[config.mk]
export PLATFORM = sky130hd
export DESIGN_NAME = cosine_similarity_stream_unit
export DESIGN_NICKNAME = d
export VERILOG_FILES = /design/src/design/csim_pkg.sv /design/src/design/csim_ctrl.sv /design/src/design/csim_datapath.sv /design/src/design/cosine_similarity_stream_unit.sv
export VERILOG_INCLUDE_DIRS = /design/src /design/src/design
export SDC_FILE = /design/constraint.sdc
export NUM_CORES = 2
export LEC_CHECK = 0
export ABC_AREA = 1
export BUFFER_PORTS_ARGS = -buffer_cell sky130_fd_sc_hd__buf_2
export CAP_MARGIN = 20
export CORE_ASPECT_RATIO = 0.7
export CORE_MARGIN = 3
export CORE_UTILIZATION = 50
export DETAILED_ROUTE_END_ITERATION = 10
export GPL_TIMING_DRIVEN = 1
export PLACE_DENSITY = 0.75
export SYNTH_ARGS = -nofsm -noshare
export SYNTH_HDL_FRONTEND = slang
export SYNTH_HIERARCHICAL = 1
export SYNTH_SLANG_ARGS = --single-unit
[constraint.sdc]
create_clock -name i_clk -period 8.75 [get_ports i_clk]
set_input_delay 0.875 -clock i_clk [delete_from_list [all_inputs] [get_ports i_clk]]
set_output_delay 0.875 -clock i_clk [all_outputs]
set_load 0.05 [all_outputs]
[src/design/assert_macros.svh]
// Assertion macros for the cosine similarity RTL (used by csim_ctrl).
// Included by bare file name; depends on nothing else.
`ifndef ASSERT_MACROS_SVH
`define ASSERT_MACROS_SVH

// Property that must hold at every rising edge outside reset.
`define CSIM_ASSERT(label, clk, rst_n, prop, msg) \
    label: assert property (@(posedge clk) disable iff (!rst_n) prop) \
        else $error(msg);

// Condition that must never be seen at a rising edge outside reset.
`define CSIM_ASSERT_NEVER(label, clk, rst_n, expr, msg) \
    label: assert property (@(posedge clk) disable iff (!rst_n) !(expr)) \
        else $error(msg);

`endif

[src/design/csim_pkg.sv]
// Package for the cosine similarity stream unit: payload types, command struct, constants.
// Used by csim_ctrl, csim_datapath and cosine_similarity_stream_unit; no dependencies.
`timescale 1ns / 1ps
`default_nettype none

package csim_pkg;

    // Element width is fixed by the request and result formats (Q1.15).
    localparam int ELEM_WIDTH = 16;
    // Default width of the three saturating accumulators.
    localparam int ACC_WIDTH_DEF = 48;

    // One request: a pair of matching elements and the end-of-vector mark.
    typedef struct packed {
        logic signed [ELEM_WIDTH-1:0] elem_a;
        logic signed [ELEM_WIDTH-1:0] elem_b;
        logic                         last_elem;
    } t_req;

    // One result: similarity in Q1.15 and the zero denominator flag.
    typedef struct packed {
        logic signed [ELEM_WIDTH-1:0] similarity;
        logic                         zero_denominator;
    } t_res;

    // Commands from the controller to the datapath.
    typedef struct packed {
        logic take;       // register the products of the request on the ports
        logic load;       // prime the multiplier, root and divider registers
        logic mul_step;   // one shift-add step of norm_a * norm_b
        logic sqrt_step;  // one digit of the integer square root
        logic div_step;   // one quotient bit of the division
        logic emit;       // drive the result and clear the sums
    } t_cmd;

endpackage

`default_nettype wire

[src/design/csim_ctrl.sv]
// Controller for the cosine similarity stream unit: phase sequencer and step counter.
// Depends on csim_pkg and assert_macros.svh.
`timescale 1ns / 1ps
`default_nettype none
`include "assert_macros.svh"

module csim_ctrl #(
    parameter int ACC_WIDTH = csim_pkg::ACC_WIDTH_DEF
) (
    input  wire logic           i_clk,
    input  wire logic           i_rst_n,
    input  wire logic           start,
    input  wire logic           i_last,
    output logic                o_busy,
    output csim_pkg::t_cmd      o_cmd
);

    // Longest phase is the division, one step per numerator bit.
    localparam int NUM_WIDTH = ACC_WIDTH + csim_pkg::ELEM_WIDTH - 1;
    localparam int CNT_W     = $clog2(NUM_WIDTH);
    localparam logic [CNT_W-1:0] LAST_ACC = CNT_W'(ACC_WIDTH - 1);
    localparam logic [CNT_W-1:0] LAST_NUM = CNT_W'(NUM_WIDTH - 1);

    localparam logic [2:0] S_IDLE = 3'd0;
    localparam logic [2:0] S_WAIT = 3'd1;
    localparam logic [2:0] S_LOAD = 3'd2;
    localparam logic [2:0] S_MUL  = 3'd3;
    localparam logic [2:0] S_SQRT = 3'd4;
    localparam logic [2:0] S_DIV  = 3'd5;
    localparam logic [2:0] S_DONE = 3'd6;

    logic [2:0]       r_state;
    logic [2:0]       n_state;
    logic [CNT_W-1:0] r_cnt;
    logic [CNT_W-1:0] n_cnt;

    // Requests stream in while idle; any other phase holds them off.
    assign o_busy = (r_state != S_IDLE);

    // Next state, counter and command decode.
    always_comb begin
        n_state = r_state;
        n_cnt   = r_cnt;
        o_cmd   = '0;
        case (r_state)
            S_IDLE: begin
                o_cmd.take = start;
                if (start && i_last) begin
                    n_state = S_WAIT;
                end
            end
            S_WAIT: begin
                // The products of the last request are added to the sums here.
                n_state = S_LOAD;
            end
            S_LOAD: begin
                o_cmd.load = 1'b1;
                n_cnt      = '0;
                n_state    = S_MUL;
            end
            S_MUL: begin
                o_cmd.mul_step = 1'b1;
                if (r_cnt == LAST_ACC) begin
                    n_cnt   = '0;
                    n_state = S_SQRT;
                end else begin
                    n_cnt = r_cnt + 1'b1;
                end
            end
            S_SQRT: begin
                o_cmd.sqrt_step = 1'b1;
                if (r_cnt == LAST_ACC) begin
                    n_cnt   = '0;
                    n_state = S_DIV;
                end else begin
                    n_cnt = r_cnt + 1'b1;
                end
            end
            S_DIV: begin
                o_cmd.div_step = 1'b1;
                if (r_cnt == LAST_NUM) begin
                    n_cnt   = '0;
                    n_state = S_DONE;
                end else begin
                    n_cnt = r_cnt + 1'b1;
                end
            end
            S_DONE: begin
                o_cmd.emit = 1'b1;
                n_state    = S_IDLE;
            end
            default: begin
                n_state = S_IDLE;
            end
        endcase
    end

    // State and counter registers.
    always_ff @(posedge i_clk) begin
        if (!i_rst_n) begin
            r_state <= S_IDLE;
            r_cnt   <= '0;
        end else begin
            r_state <= n_state;
            r_cnt   <= n_cnt;
        end
    end

    `CSIM_ASSERT(a_busy_after_last, i_clk, i_rst_n, $rose(o_busy) |-> $past(o_cmd.take && i_last), "busy rose without an accepted last request")
    `CSIM_ASSERT(a_emit_then_idle, i_clk, i_rst_n, o_cmd.emit |=> (r_state == S_IDLE), "controller did not return to idle after a result")
    `CSIM_ASSERT(a_one_command, i_clk, i_rst_n, $onehot0({o_cmd.take, o_cmd.load, o_cmd.mul_step, o_cmd.sqrt_step, o_cmd.div_step, o_cmd.emit}), "more than one datapath command at once")
    `CSIM_ASSERT_NEVER(a_cnt_range, i_clk, i_rst_n, r_cnt > LAST_NUM, "step counter out of range")

endmodule

`default_nettype wire

[src/design/csim_datapath.sv]
// Datapath of the cosine similarity stream unit: products, saturating sums,
// shift-add multiplier, digit-by-digit square root and restoring divider. Depends on csim_pkg.
`timescale 1ns / 1ps
`default_nettype none

module csim_datapath #(
    parameter int ACC_WIDTH = csim_pkg::ACC_WIDTH_DEF
) (
    input  wire logic           i_clk,
    input  wire logic           i_rst_n,
    input  wire csim_pkg::t_cmd i_cmd,
    input  wire csim_pkg::t_req i_req,
    output csim_pkg::t_res      o_res,
    output logic                o_res_valid
);

    localparam int EW        = csim_pkg::ELEM_WIDTH;
    localparam int PW        = 2 * EW;
    localparam int SW        = ((ACC_WIDTH > PW) ? ACC_WIDTH : PW) + 1;
    localparam int MW        = 2 * ACC_WIDTH;
    localparam int RW        = ACC_WIDTH + 2;
    localparam int NUM_WIDTH = ACC_WIDTH + EW - 1;

    // Add a product to a sum and clamp at the signed accumulator limits.
    function automatic logic signed [ACC_WIDTH-1:0] sat_add(
        input logic signed [ACC_WIDTH-1:0] s,
        input logic signed [PW-1:0]        p
    );
        logic signed [SW-1:0] sum;
        logic signed [SW-1:0] mx;
        logic signed [SW-1:0] mn;
        sum = SW'(s) + SW'(p);
        mx  = {{(SW-ACC_WIDTH+1){1'b0}}, {(ACC_WIDTH-1){1'b1}}};
        mn  = ~mx;
        if (sum > mx) begin
            sat_add = mx[ACC_WIDTH-1:0];
        end else if (sum < mn) begin
            sat_add = mn[ACC_WIDTH-1:0];
        end else begin
            sat_add = sum[ACC_WIDTH-1:0];
        end
    endfunction

    logic signed [PW-1:0]        r_prod_ab;
    logic signed [PW-1:0]        r_prod_aa;
    logic signed [PW-1:0]        r_prod_bb;
    logic                        r_prod_vld;
    logic signed [ACC_WIDTH-1:0] r_dot;
    logic signed [ACC_WIDTH-1:0] r_norm_a;
    logic signed [ACC_WIDTH-1:0] r_norm_b;
    logic [ACC_WIDTH-1:0]        r_mb;
    logic [MW-1:0]               r_mprod;
    logic [RW-1:0]               r_sq_rem;
    logic [ACC_WIDTH-1:0]        r_root;
    logic [NUM_WIDTH-1:0]        r_num;
    logic [ACC_WIDTH-1:0]        r_dv_rem;
    logic [EW-1:0]               r_q;
    logic                        r_big;
    csim_pkg::t_res              r_res;
    logic                        r_res_valid;

    logic [ACC_WIDTH-1:0] w_mag;
    logic [RW+1:0]        w_rem_sh;
    logic [RW+1:0]        w_trial;
    logic                 w_sq_ge;
    logic [ACC_WIDTH:0]   w_rem2;
    logic [ACC_WIDTH:0]   w_den;
    logic                 w_dv_ge;
    logic [EW-1:0]        w_lim;
    logic [EW-1:0]        w_qsat;
    csim_pkg::t_res       w_res;

    // Stage one: full-precision products of the accepted request.
    always_ff @(posedge i_clk) begin
        if (!i_rst_n) begin
            r_prod_vld <= 1'b0;
        end else begin
            r_prod_vld <= i_cmd.take;
        end
        if (i_cmd.take) begin
            r_prod_ab <= i_req.elem_a * i_req.elem_b;
            r_prod_aa <= i_req.elem_a * i_req.elem_a;
            r_prod_bb <= i_req.elem_b * i_req.elem_b;
        end
    end

    // Stage two: saturating sums, cleared when a result leaves.
    always_ff @(posedge i_clk) begin
        if (!i_rst_n || i_cmd.emit) begin
            r_dot    <= '0;
            r_norm_a <= '0;
            r_norm_b <= '0;
        end else if (r_prod_vld) begin
            r_dot    <= sat_add(r_dot, r_prod_ab);
            r_norm_a <= sat_add(r_norm_a, r_prod_aa);
            r_norm_b <= sat_add(r_norm_b, r_prod_bb);
        end
    end

    // Magnitude of the dot product; the most negative sum maps to 2^(ACC_WIDTH-1).
    assign w_mag = r_dot[ACC_WIDTH-1] ? $unsigned(-r_dot) : $unsigned(r_dot);

    // Square root step: bring down two product bits and try the next root bit.
    assign w_rem_sh = {r_sq_rem, r_mprod[MW-1 -: 2]};
    assign w_trial  = {2'b00, r_root, 2'b01};
    assign w_sq_ge  = (w_rem_sh >= w_trial);

    // Division step: bring down one numerator bit and try the divisor.
    assign w_rem2   = {r_dv_rem, r_num[NUM_WIDTH-1]};
    assign w_den    = {1'b0, r_root};
    assign w_dv_ge  = (w_rem2 >= w_den);

    // Iterative multiplier, square root and divider, chained through r_mprod and r_root.
    always_ff @(posedge i_clk) begin
        if (i_cmd.load) begin
            r_mb     <= $unsigned(r_norm_b);
            r_mprod  <= '0;
            r_sq_rem <= '0;
            r_root   <= '0;
            r_num    <= {w_mag, {(EW-1){1'b0}}};
            r_dv_rem <= '0;
            r_q      <= '0;
            r_big    <= 1'b0;
        end else if (i_cmd.mul_step) begin
            r_mprod <= {r_mprod[MW-2:0], 1'b0}
                     + (r_mb[ACC_WIDTH-1] ? {{ACC_WIDTH{1'b0}}, r_norm_a} : {MW{1'b0}});
            r_mb    <= {r_mb[ACC_WIDTH-2:0], 1'b0};
        end else if (i_cmd.sqrt_step) begin
            r_mprod <= {r_mprod[MW-3:0], 2'b00};
            if (w_sq_ge) begin
                r_sq_rem <= RW'(w_rem_sh - w_trial);
                r_root   <= {r_root[ACC_WIDTH-2:0], 1'b1};
            end else begin
                r_sq_rem <= RW'(w_rem_sh);
                r_root   <= {r_root[ACC_WIDTH-2:0], 1'b0};
            end
        end else if (i_cmd.div_step) begin
            r_num    <= {r_num[NUM_WIDTH-2:0], 1'b0};
            r_dv_rem <= w_dv_ge ? ACC_WIDTH'(w_rem2 - w_den) : ACC_WIDTH'(w_rem2);
            r_q      <= {r_q[EW-2:0], w_dv_ge};
            // A quotient bit shifted past the result width means it cannot fit.
            r_big    <= r_big | r_q[EW-1];
        end
    end

    // Sign, saturation and zero denominator handling of the quotient.
    assign w_lim = {1'b1, {(EW-1){1'b0}}};
    always_comb begin
        w_qsat = r_q;
        w_res  = '0;
        if (r_root == '0) begin
            w_res.zero_denominator = 1'b1;
        end else if (r_dot[ACC_WIDTH-1]) begin
            if (r_big || (r_q > w_lim)) begin
                w_qsat = w_lim;
            end
            w_res.similarity = $signed(-w_qsat);
        end else begin
            if (r_big || r_q[EW-1]) begin
                w_qsat = {1'b0, {(EW-1){1'b1}}};
            end
            w_res.similarity = $signed(w_qsat);
        end
    end

    // Result register with its one-cycle strobe.
    always_ff @(posedge i_clk) begin
        if (!i_rst_n) begin
            r_res_valid <= 1'b0;
        end else begin
            r_res_valid <= i_cmd.emit;
        end
        if (i_cmd.emit) begin
            r_res <= w_res;
        end
    end

    assign o_res       = r_res;
    assign o_res_valid = r_res_valid;

endmodule

`default_nettype wire

[src/design/cosine_similarity_stream_unit.sv]
// Top level of the cosine similarity stream unit.
// Depends on csim_pkg, csim_ctrl and csim_datapath.
`timescale 1ns / 1ps
`default_nettype none

// Element pairs are taken one per clock while busy is low: a request is accepted
// at each rising edge with start high and busy low. The pair marked last_elem
// closes the vector; busy then stays high through the wait and load steps,
// the bit-serial product of the two norms (one step per accumulator bit), the
// digit-by-digit square root (one digit per accumulator bit), the restoring
// divider (one quotient bit per numerator bit) and the done step. The result
// appears on o_res for exactly one cycle, marked by o_res_valid, in the first
// cycle that busy is low again; the receiver cannot stall it and must take it
// then. The accumulators are cleared as the result leaves, so the next vector
// may start in that same cycle.

module cosine_similarity_stream_unit #(
    parameter int ACC_WIDTH = csim_pkg::ACC_WIDTH_DEF
) (
    input  wire logic           i_clk,
    input  wire logic           i_rst_n,
    input  wire logic           start,
    output logic                busy,
    input  wire csim_pkg::t_req i_req,
    output csim_pkg::t_res      o_res,
    output logic                o_res_valid
);

    csim_pkg::t_cmd w_cmd;

    // Phase sequencing.
    csim_ctrl #(
        .ACC_WIDTH (ACC_WIDTH)
    ) u_ctrl (
        .i_clk   (i_clk),
        .i_rst_n (i_rst_n),
        .start   (start),
        .i_last  (i_req.last_elem),
        .o_busy  (busy),
        .o_cmd   (w_cmd)
    );

    // Arithmetic and result register.
    csim_datapath #(
        .ACC_WIDTH (ACC_WIDTH)
    ) u_datapath (
        .i_clk       (i_clk),
        .i_rst_n     (i_rst_n),
        .i_cmd       (w_cmd),
        .i_req       (i_req),
        .o_res       (o_res),
        .o_res_valid (o_res_valid)
    );

endmodule

`default_nettype wire

==> results.md <==
| Stage | Item | This run |
| --- | --- | --- |
| critical path | Critical setup path kind | in2reg |
| placement | Final HPWL from detailed placement | 176 mm |
| sta | Sum Neg Setup Slack | 0 ps |
| worst hold path | Kind of path behind the tightest hold check | reg2reg |
| routing | Detail-routed net length per standard cell | 18.1 um |
| die | Core Rows | 118 |
| cts | Buffers inserted by post-CTS timing repair | 0 |
| cts | Later-pin clock latency in the skew report | 680 ps |
| layout | Filler cells | 14294 |
| critical path | End point of the critical path | u_datapath/r_prod_ab[29]$_DFFE_PP_ |
| global route | Vias in the first global route | 65431 |
| cts | Count of instances resized after the clock tree is built | 0 |
| layout | Fin cells | 12390 |
| yosys | Number of flops mapped to enable cells by yosys | 207 |
| cts | CTS root buf | sky130_fd_sc_hd__clkbuf_16 |
| status | Result of the run | completed |
| die | Full die area | 156000 um^2 |
| layout | Area used by sequential logic in the layout | 14500 um^2 |
| critical path | Crit-path slowest cell | sky130_fd_sc_hd__o21ai_0 |
| critical path | Launch instance of the worst register-to-register path | u_datapath/r_root[0]$_SDFFE_PP0P_ |
| routing | Detailed-route via count | 67977 |
| placement | Pre-CTS setup slack | 1170 ps |
| sta | Final slew viol count | 0 |
| cts | Number of levels the H-tree was split into | 3 |
| layout | Fraction of layout instances using a drive strength above 1 | 3.87% |
| routing | Routed Wire Length | 224 mm |
| cts | Cts bufs inserted | 70 |
| critical path | Critical path data arrival time | 7560 ps |
| yosys | Primary FF master, synth | sky130_fd_sc_hd__dfxtp_1 |
| global route | Wire length of the first global-routing pass | 358 mm |
| critical path | Crit path largest cell delay | 840 ps |
| cts | CTS hold repair buffers | 0 |
| routing | Routed vias/inst | 5.49 |
| critical path | Setup slack of the worst register-to-register path | 3750 ps |
| sta | Shortest period the worst path allows | 7120 ps |
| placement | Final RePlAce weighted congestion | 0.991 |
| placement | IO Port Bufs | 54 |
| sta | Number of setup violations in the final report | 0 |
| job | Reported max-cap violation count | 0 |
| die | Core region area | 149000 um^2 |
| yosys | Mean area per synthesized cell | 7.18 um^2 |
| layout | Post-layout net count | 11677 |
| global route | Aggregate global routing overflow | 0 |
| cts | Buffer depth of the longest clock path | 3 |
| yosys | Count of different cell masters after synthesis | 66 |
| critical path | Logic depth of the worst register-to-register path | 16 |
| cts | TritonCTS clock tree | built |
| sta | Slew HR | 23.9% |
| die | Horizontal extent of the die | 470 um |
| cts | CTS Sinks | 621 |
| die | Die Y | 331 um |
| layout | Area of the multi-input gates | 50900 um^2 |
| critical path | Biggest fanout along the worst timing path | 33 |
| sta | Post-layout worst setup margin | 1630 ps |
| sta | Period Utilization, post-route | 81.4% |
| yosys | Gate count of the mapped netlist | 10498 |
| routing | First-pass detailed-route iteration total | 6 |
| critical path | Kind of end point of the critical path | flip-flop |
| critical path | Origin of the worst setup path | i_req[7] |
| yosys | Synthesized netlist net count | 11824 |
| placement | Instance count after placement with tap cells included | 12257 |
| critical path | WP data required | 9190 ps |
| yosys | Flip-flop and latch count after synthesis | 621 |
| sta | Final Hold Violating Endpoints | 0 |
| yosys | Async set-reset flop share out of synthesis | 0% |
| sta | Achievable clock frequency | 0.140 GHz |
| sta | Transition time of the tightest slew-check pin | 1140 ps |
| yosys | Part of the Yosys area used for sequential elements | 19.2% |
| routing | Violation count after the first detailed-routing iteration | 7042 |
| yosys | Yosys warnings | 6 |
| cts | Reg clk slew, reported paths | 60 ps |
| sta | RSZ-0062 raised after global routing | no |
| sta | Final clock skew | 38.5 ps |
| die | Initial core utilization | 50.6% |
| global route | Overall Global Routing Usage | 28.5% |
| routing | Number of design rule violations left after detail routing | 0 |
| critical path | Critical register-to-register path endpoint | u_datapath/r_sq_rem[0]$_SDFFE_PP0P_ |
| critical path | Type of element launching the critical path | primary input |
| global route | Pin count of the biggest net entering global routing | 103 |
| die | Ports | 55 |
| critical path | Cell type with the highest occurrence count on the critical path | sky130_fd_sc_hd__nand2_1 |
| layout | Area delta synth->final | 5.62% |
| routing | Routed Antenna Nets | 0 |
| yosys | Area of the mapped netlist | 75400 um^2 |
| global route | Initial antenna violation count | 4 |
==> layout make-up <==
cell class                      instances  share of cell area, %
Clock inverter                         32                  0.385
Multi-Input combinational cell       7259                   64.0
Sequential cell                       621                   18.2
Timing Repair Buffer                  111                  0.908
Clock buffer                           95                   2.57
Tap cell                             1980                   3.11
Inverter                             2288                   10.8
Antenna cell                            4                 0.0126
==> kinds of logic after synthesis <==
family / count (synthesis) / share of synthesized area (%)
AO/OA/AOI/OAI: 1950 / 14.8
buffers and inverters: 2618 / 13.3
adder cells (fa/ha/maj): 1290 / 28.7
flip-flops: 621 / 19.2
XOR/XNOR: 370 / 4.32
AND/OR/NAND/NOR: 3649 / 19.7
==> per-stage QoR <==
step	hold WS, ps	instance area (um^2)	util (%)
finish	467	79600	53.5
global route	486	79600	53.5
CTS	466	79600	53.5
detailed placement	456	77200	51.9
global placement	454	77200	51.9
floorplan	442	75400	-
==> worst min-delay path by stage <==
stage                                               startpoint                                    to  slack, ps  cells after the start
after floorplan           u_datapath/r_dv_rem[11]$_SDFFE_PP0P_  u_datapath/r_dv_rem[12]$_SDFFE_PP0P_        440                      2
after global placement    u_datapath/r_sq_rem[48]$_SDFFE_PP0P_  u_datapath/r_sq_rem[48]$_SDFFE_PP0P_        450                      2
after detailed placement  u_datapath/r_sq_rem[48]$_SDFFE_PP0P_  u_datapath/r_sq_rem[48]$_SDFFE_PP0P_        460                      2
after CTS                 u_datapath/r_sq_rem[48]$_SDFFE_PP0P_  u_datapath/r_sq_rem[48]$_SDFFE_PP0P_        470                      2
after global routing      u_datapath/r_sq_rem[48]$_SDFFE_PP0P_  u_datapath/r_sq_rem[48]$_SDFFE_PP0P_        490                      2
final                     u_datapath/r_sq_rem[48]$_SDFFE_PP0P_  u_datapath/r_sq_rem[48]$_SDFFE_PP0P_        470                      2
==> Yosys cell counts (19+ instances only) <==
| library cell | count | share of area [%] |
|---|---|---|
| sky130_fd_sc_hd__or2_2 | 33 | 0.27 |
| sky130_fd_sc_hd__edfxtp_1 | 207 | 8.2 |
| sky130_fd_sc_hd__o211ai_1 | 58 | 0.58 |
| sky130_fd_sc_hd__o21ai_0 | 575 | 3.8 |
| sky130_fd_sc_hd__nand2_1 | 2244 | 11 |
| sky130_fd_sc_hd__a21oi_4 | 30 | 0.65 |
| sky130_fd_sc_hd__nand3_1 | 307 | 2.0 |
| sky130_fd_sc_hd__a21oi_1 | 840 | 5.6 |
| sky130_fd_sc_hd__buf_1 | 22 | 0.11 |
| sky130_fd_sc_hd__buf_2 | 24 | 0.16 |
| sky130_fd_sc_hd__o21bai_1 | 42 | 0.42 |
| sky130_fd_sc_hd__o22ai_1 | 56 | 0.46 |
| sky130_fd_sc_hd__a21o_1 | 42 | 0.42 |
| sky130_fd_sc_hd__nand4_1 | 64 | 0.53 |
| sky130_fd_sc_hd__nand2_2 | 33 | 0.27 |
| sky130_fd_sc_hd__dfxtp_1 | 414 | 11 |
| sky130_fd_sc_hd__ha_1 | 560 | 9.3 |
| sky130_fd_sc_hd__xnor2_1 | 140 | 1.6 |
| sky130_fd_sc_hd__a21boi_0 | 29 | 0.29 |
| sky130_fd_sc_hd__nor2_1 | 765 | 3.8 |
| sky130_fd_sc_hd__nand3b_1 | 19 | 0.19 |
| sky130_fd_sc_hd__nor4_1 | 41 | 0.34 |
| sky130_fd_sc_hd__nor3_1 | 99 | 0.66 |
| sky130_fd_sc_hd__fa_1 | 730 | 19 |
| sky130_fd_sc_hd__clkbuf_1 | 267 | 1.3 |
| sky130_fd_sc_hd__a31oi_1 | 152 | 1.3 |
| sky130_fd_sc_hd__inv_1 | 2270 | 11 |
| sky130_fd_sc_hd__xor2_1 | 228 | 2.6 |
| sky130_fd_sc_hd__o21a_1 | 39 | 0.39 |
==> metal layers <==
layer  vias to the layer above  wire [um]  GRT usage, %
li1                      32670          -             -
met2                      2761      91000          41.7
met5                         -         13             0
met1                     32284     108000          44.1
met4                         2       4090          5.79
met3                       260      20600          4.57
==> state kept, by name (all words and copies together), names as in the netlist, 17 cells and up <==
name                  cells
u_datapath/r_prod_ab     32
u_datapath/r_mprod       96
u_datapath/r_root        48
u_datapath/r_dot         48
u_datapath/r_norm_a      48
u_datapath/o_res         17
u_datapath/r_sq_rem      50
u_datapath/r_prod_bb     31
u_datapath/r_num         48
u_datapath/r_dv_rem      48
u_datapath/r_mb          48
u_datapath/r_norm_b      48
u_datapath/r_prod_aa     31
==> cell usage in the layout (no fill, tap or decap), types with 54 or more instances in the layout <==
cell,synthesis,final
sky130_fd_sc_hd__o211ai_1,58,58
sky130_fd_sc_hd__nand4_1,64,64
sky130_fd_sc_hd__o21ai_0,575,575
sky130_fd_sc_hd__clkbuf_16,0,77
sky130_fd_sc_hd__ha_1,560,560
sky130_fd_sc_hd__edfxtp_1,207,207
sky130_fd_sc_hd__o22ai_1,56,56
sky130_fd_sc_hd__inv_1,2270,2266
sky130_fd_sc_hd__fa_1,730,730
sky130_fd_sc_hd__dfxtp_1,414,413
sky130_fd_sc_hd__nor2_1,765,760
sky130_fd_sc_hd__xnor2_1,140,140
sky130_fd_sc_hd__nand2_1,2244,2240
sky130_fd_sc_hd__a31oi_1,152,152
sky130_fd_sc_hd__a21oi_1,840,840
sky130_fd_sc_hd__buf_4,5,55
sky130_fd_sc_hd__nor3_1,99,98
sky130_fd_sc_hd__buf_2,24,54
sky130_fd_sc_hd__xor2_1,228,228
sky130_fd_sc_hd__nand3_1,307,306
==> critical path: cells and delay by family <==
family / cells / cell delay (ps)
AND/OR/NAND/NOR: 8 / 860
adder cells (fa/ha/maj): 7 / 3110
AO/OA/AOI/OAI: 5 / 1790
buffers and inverters: 5 / 910
Power is left out: the tool's default activity adds up to more than one toggle a clock period on the data nets, which glitch-free logic cannot reach.
